<file path="src/cau_pkg.sv">
// Shared types and codes for the complex arithmetic unit.
`default_nettype none
package cau_pkg;

	typedef enum logic [1:0] {
		KIND_ADD = 2'd0,
		KIND_SUB = 2'd1,
		KIND_MUL = 2'd2,
		KIND_DIV = 2'd3
	} kind_t;

	typedef enum logic [1:0] {
		ST_OK  = 2'd0,
		ST_SAT = 2'd1,
		ST_DZ  = 2'd2,
		ST_RSV = 2'd3
	} status_t;

	// control that rides along with each beat through the divider row
	typedef struct packed {
		logic is_div;
		logic dz;
		logic neg_re;
		logic neg_im;
	} ctl_t;

endpackage
`default_nettype wire

</file>
<file path="src/cau_cell.sv">
// One restoring-division cell: resolves one quotient bit for both parts.
`default_nettype none
module cau_cell #(
	parameter int W     = 32,
	parameter int NW    = 82,
	parameter int DW    = 65,
	parameter int SHIFT = 0
) (
	input  wire logic           clk,
	input  wire logic           arst_n,
	input  wire logic           in_valid,
	output logic                in_ready,
	input  wire cau_pkg::ctl_t  in_ctl,
	input  wire logic [NW-1:0]  in_rem_re,
	input  wire logic [NW-1:0]  in_rem_im,
	input  wire logic [DW-1:0]  in_den,
	input  wire logic [W:0]     in_q_re,
	input  wire logic [W:0]     in_q_im,
	output logic                out_valid,
	input  wire logic           out_ready,
	output cau_pkg::ctl_t       out_ctl,
	output logic [NW-1:0]       out_rem_re,
	output logic [NW-1:0]       out_rem_im,
	output logic [DW-1:0]       out_den,
	output logic [W:0]          out_q_re,
	output logic [W:0]          out_q_im
);
	import cau_pkg::*;

	localparam int CW = (NW > DW + SHIFT) ? NW : DW + SHIFT;
	localparam logic [W:0] QBIT = (W+1)'(1) << SHIFT;

	logic [CW-1:0] dsh, dif_re, dif_im;
	logic          ge_re, ge_im;

	assign in_ready = !out_valid || out_ready;
	assign dsh      = CW'(in_den) << SHIFT;
	assign dif_re   = CW'(in_rem_re) - dsh;
	assign dif_im   = CW'(in_rem_im) - dsh;
	assign ge_re    = in_ctl.is_div && (CW'(in_rem_re) >= dsh);
	assign ge_im    = in_ctl.is_div && (CW'(in_rem_im) >= dsh);

	always_ff @(posedge clk or negedge arst_n) begin
		if (!arst_n) begin
			out_valid <= 1'b0;
		end else if (in_ready) begin
			out_valid <= in_valid;
		end
	end

	always_ff @(posedge clk) begin
		if (in_ready) begin
			out_ctl    <= in_ctl;
			out_den    <= in_den;
			out_rem_re <= ge_re ? NW'(dif_re) : in_rem_re;
			out_rem_im <= ge_im ? NW'(dif_im) : in_rem_im;
			out_q_re   <= ge_re ? (in_q_re | QBIT) : in_q_re;
			out_q_im   <= ge_im ? (in_q_im | QBIT) : in_q_im;
		end
	end

endmodule
`default_nettype wire

</file>
<file path="config.mk">
export PLATFORM = sky130hd
export DESIGN_NAME = cau_cell
export DESIGN_NICKNAME = d
export VERILOG_FILES = /design/src/cau_pkg.sv /design/src/cau_cell.sv
export SDC_FILE = /design/constraint.sdc
export NUM_CORES = 1
export LEC_CHECK = 0
export ABC_CLOCK_PERIOD_IN_PS = 11000
export BUFFER_PORTS_ARGS = -buffer_cell sky130_fd_sc_hd__buf_2
export CAP_MARGIN = 40
export CORE_AREA = 10 10 224 226
export CTS_BUF_LIST = sky130_fd_sc_hd__clkbuf_8 sky130_fd_sc_hd__clkbuf_16
export DETAILED_ROUTE_END_ITERATION = 6
export DIE_AREA = 0 0 234 236
export PLACE_DENSITY = 0.72
export SYNTH_ARGS = -nofsm -noshare
export SYNTH_HDL_FRONTEND = slang
export SYNTH_SLANG_ARGS = --single-unit
</file>
<file path="constraint.sdc">
create_clock -name clk -period 11 [get_ports clk]
set_input_delay 2.2 -clock clk [delete_from_list [all_inputs] [get_ports clk]]
set_output_delay 2.2 -clock clk [all_outputs]
set_load 0.05 [all_outputs]
</file>
Word-level counts from Yosys, hierarchy flattened
Index checks and enable logic that the tools add are counted.
{"block": "classes", "addsub": 2, "magnitude_cmp": 2, "n_mux": 2, "reduce_logical": 4}
{"cell": "82-bit by 65-bit >= comparator with 1-bit output", "count": 2}
{"cell": "82-bit two-way mux", "count": 2}
{"cell": "82-bit by 65-bit subtractor with 82-bit output", "count": 2}
{"cell": "1-bit logical AND", "count": 2}
{"cell": "1-bit logical NOT", "count": 1}
{"cell": "1-bit logical OR", "count": 1}
{"block": "totals", "ff_bits": 300}

Longest topological paths before layout
{"block": "depth", "ltp_word": 3, "depth_mapped": 16, "depth_no_buf": 14}

Least setup slack after synthesis
Ideal clock, no wire load.
{"block": "synth_path", "path_type": "input to output", "startpoint": "input out_ready", "endpoint": "output in_ready", "t_arrival_ps": 9712, "slack_ps": -912, "cell_stages": 1, "path_buffers": 0, "cell_sequence": "nand2b_1"}
{"block": "synth_via", "elab_chain_cells": 1}
{"item": "from (decl)", "line": "cau_cell.sv:20", "source": "input wire logic out_ready,"}
{"item": "1-bit logical OR", "line": "cau_cell.sv:36", "source": "assign in_ready = !out_valid || out_ready;"}
{"item": "to (decl)", "line": "cau_cell.sv:12", "source": "output logic in_ready,"}
Every way passes these cells.

Final worst setup path
{"block": "layout_path", "startpoint": "input in_rem_im[0]", "endpoint": "register out_rem_im[1], data pin"}
{"block": "layout_via", "elab_chain_cells": 3, "word_cells_on_any_way": 4, "classes_between": "1 x add/sub; 1 x order compare; 1 x mux; 1 x reduce/logical"}
{"item": "from (decl)", "line": "cau_cell.sv:15", "source": "input wire logic [NW-1:0] in_rem_im,"}
{"item": "82-bit by 65-bit >= comparator with 1-bit output", "line": "cau_cell.sv:41", "source": "assign ge_im = in_ctl.is_div && (CW'(in_rem_im) >= dsh);"}
{"item": "1-bit logical AND", "line": "cau_cell.sv:41"}
{"item": "82-bit two-way mux *", "line": "cau_cell.sv:56", "source": "out_rem_im <= ge_im ? NW'(dif_im) : in_rem_im;"}
{"item": "to (signal assigned)", "line": "cau_cell.sv:56"}
{"item": "to (decl)", "line": "cau_cell.sv:23", "source": "output logic [NW-1:0] out_rem_im,"}
Mark *: on every way between the ends. The rest lies on a longest branch, timed or not.
A chain may end at the register's enable or synchronous reset.

==> summary.md <==
| Metric | Value |
|---|---|
| DR WL/cell | `around 24 microns` |
| Die Area | `between 0.05 and 0.06 sq mm` |
| Initial antenna violation count | `23` |
| Setup Fix Bufs, Post-CTS | `0` |
| CTS buffer count | `37` |
| Hold Fails Final Rpt | `0` |
| Layout area overhead | `23.80%` |
| Row count | `79` |
| Worst Tran Pin Value | `about 940 ps` |
| Placed cell count | `~3200` |
| Count leader, synth | `edfxtp_1` |
| TritonCTS Sinks | `300` |
| Post-synthesis adder-cell area fraction | `0.08497` |
| DRT antenna net count | `0` |
| # setup viols final | `0` |
| Synth top cells by count | `299 x edfxtp_1, 263 x nand2_1, 219 x o21ai_0, 178 x a21oi_1, 130 x ha_1` |
| Synth Area in XOR/XNOR | `0.06966` |
| Starting DRT DRC Count | `between 1500 and 2000` |
| Root buffer cell | `clkbuf_16` |
| Fillcell total | `4282` |
| Setup_tns | `0 ps` |
| Number of flops mapped to enable cells by yosys | `approximately 300` |
| Synth Net Count | `between 2000 and 2500` |
| Synth cell types | `66` |
| CTS H-tree depth | `2` |
| Synth top area cells | `edfxtp_1 46%, ha_1 8.3%, o21ai_0 5.6%, nand2_1 5.0%, a21oi_1 4.5%` |
| Vias/cell | `approximately 5.6` |
| Total power draw | `between 3 and 4 mW` |
| Routed wire length | `~76 mm` |
| Status | `completed` |
| Max IR drop VDD | `approximately 0.11 mV` |
| Sequential cell area | `around 0.0090 sq mm` |
| Pleak | `around 11 nW` |
| Die X | `approximately 230 microns` |
| Initial Util | `0.4277` |
| Synth Area in Simple Gates | `0.1438` |
| All-Layer GR Usage | `0.2637` |
| Routability cong. | `around 0.96` |
| Top-area cell type share of the netlist area | `0.4577` |
| PwrDens | `approximately 160 mW/mm^2` |
| Post-synth ARST share | `0.003333` |
| Grt ovf | `0` |
| HP Class | `flop to flop` |
| Compound-Gate Fraction of Synth Area | `0.1960` |
| Vias in the first global route | `17839` |
| Peak fanout along the critical path | `between 60 and 70` |
| CP Data Arrival Time | `around 6600 ps` |
| Post-cts gate resize count | `0` |
| Synth area leader | `edfxtp_1` |
| Tmin final | `6298 ps` |
| First-pass GRT wire length | `~110 mm` |
| DRC Markers | `0` |
| Final slew viol count | `0` |
| Cell at the slowest stage of the critical path | `a21bo_4` |
| Largest family of logic cells by synthesized area | `compound AO/OA/AOI/OAI gates` |
| Crit-path cells | `buf_2 > inv_1 > ha_1 > inv_1 > fa_1 > a21o_1 > a221oi_1 > buf_2 > a211o_1 > a21oi_1 > o31a_1 > o21ai_0 > a21bo_4 > buf_4 > mux2_2` |
| IO Count | `between 600 and 700` |
| CP delay by family, top | `compound AO/OA/AOI/OAI gates` |
| Fmax | `between 150 and 200 MHz` |
| Post-route setup slack | `4702 ps` |
| Final period utilization | `0.5725` |
| Share of cells above drive strength 1 | `0.2641` |
| Die height | `between 200 and 250 microns` |
| Detailed Routing Iterations Pass 1 | `6` |
| Buf+Inv Stages, Crit Path | `5` |
| Mapped cell area | `between 0.015 and 0.02 sq mm` |
| Post-CTS Hold Fix Bufs | `0` |
| CP required | `11320 ps` |
| Mux share of post-synthesis cell area | `0.005103` |
| Max clock buf depth | `3` |
| Clk_lat worst skew | `570 ps` |
| Element type at the critical path end | `flop` |
| Area of the multi-input gates | `between 0.009 and 0.01 sq mm` |
| Dpl hpwl | `~63 mm` |
| CTS tree | `built` |
| Largest net degree at the start of global routing | `between 80 and 90` |
| Crit path launch type | `input port` |
| Yosys warning total | `0` |
| Nets@finish | `a little over 3000` |
| Synthesized netlist cell count | `roughly 2000` |
| Flops & latches, synth | `300` |
| Maximum Capacitance Violations | `0` |
| Place WS | `4118 ps` |
| Non-Filler Instances | `3249` |
| Layout Skew | `approximately 19 ps` |
| Core ar. | `~0.046 sq mm` |
| Most used DFF post-synth | `edfxtp_1` |
| Seq/Total Area, Yosys | `0.4590` |
| PortBufs | `603` |
| Clk pin slew, worst setup/hold paths | `roughly 60 ps` |
| Crit Path Category | `input port to flop` |
| Slew headroom | `0.3707` |
| Max incr delay on CP | `between 600 and 700 ps` |
| DR vias | `~18000` |
| RSZ-0062 raised after global routing | `no` |
| Post-Syn Area per Cell | `~9.6 sq um` |
-- metrics by stage --
| stage | util | hold WS, ps | area (sq um) |
|---|---|---|---|
| CTS | 0.5289 | 1159 | 24260 |
| finish | 0.5295 | 1151 | 24280 |
| detailed placement | 0.5040 | 1125 | 23120 |
| floorplan | - | 1904 | 19620 |
| global route | 0.5295 | 1205 | 24280 |
| global placement | 0.5033 | 1124 | 23080 |
-- state kept, by name, indices dropped and copies added (netlist names) --
signal,cells
out_ctl,4
out_rem_re,82
out_q_re,33
out_q_im,33
out_den,65
out_rem_im,82
out_valid,1
-- cells by family (layout without fill, tap and decap cells) --
group,count (synthesis),after routing
compound gates,638,638
flops,300,300
mux,9,9
simple gates,607,607
other cells,0,10
xor+xnor,156,156
fa+ha+maj,132,132
buf+inv,211,790
-- final timing paths --
| path | start | to | slack, ps | cells after the start |
|---|---|---|---|---|
| max reg2reg | out_valid | out_den[47] | 8050 | 3 |
| min reg2reg | out_valid | out_q_im[13] | 1150 | 1 |
| min | out_valid | out_q_im[13] | 1150 | 1 |
| min in group asynchronous | arst_n | out_valid | 1400 | 1 |
| max | in_rem_im[0] | out_rem_im[1] | 4700 | 15 |
| max in group asynchronous | arst_n | out_valid | 9510 | 1 |
-- metal layers --
metal  track usage  vias to the layer above  part of all wire
li1              -                     8701                 -
met1        0.3327                     8766              0.41
met2        0.4337                      727              0.48
met3       0.06170                      123             0.083
met4       0.09032                       22             0.030
met5             0                        -            0.0018
-- power breakdown --
group	total [mW]	internal (mW)	switching (mW)	leakage [nW]
registers	1.44	1.40	0.0398	3.04
logic	1.27	0.345	0.925	6.95
clock network	1.17	0.665	0.507	0.583
-- area by class of cell --
type,instances,area share
diodes,10,0.001031
multi-input cells,1542,0.4045
repair buffers,613,0.1281
well taps,607,0.03128
clock buffers,37,0.03813
flip-flops and latches,300,0.3708
clock inverters,28,0.008862
inverters,112,0.01731
-- layout by cell type (no fill, tap or decap), types with 9 or more instances in the layout --
| master | instances |
|---|---|
| a21boi_0 | 10 |
| nor2b_1 | 9 |
| inv_1 | 121 |
| nor3_1 | 35 |
| a211oi_1 | 11 |
| nand3_1 | 33 |
| ha_1 | 130 |
| clkbuf_16 | 37 |
| xor2_1 | 73 |
| xnor2_1 | 83 |
| nor2_1 | 116 |
| a31oi_1 | 14 |
| or2_2 | 10 |
| diode_2 | 10 |
| o21bai_1 | 34 |
| nor4_1 | 17 |
| a21o_1 | 59 |
| a21oi_1 | 178 |
| nand2b_1 | 10 |
| buf_2 | 604 |
| edfxtp_1 | 299 |
| or3_1 | 15 |
| or4_1 | 15 |
| o211ai_1 | 17 |
| nand4_1 | 58 |
| nand2_1 | 263 |
| o21ai_0 | 219 |
| o21a_1 | 22 |
| o31ai_1 | 15 |
(Power assumes the default switching activity.)
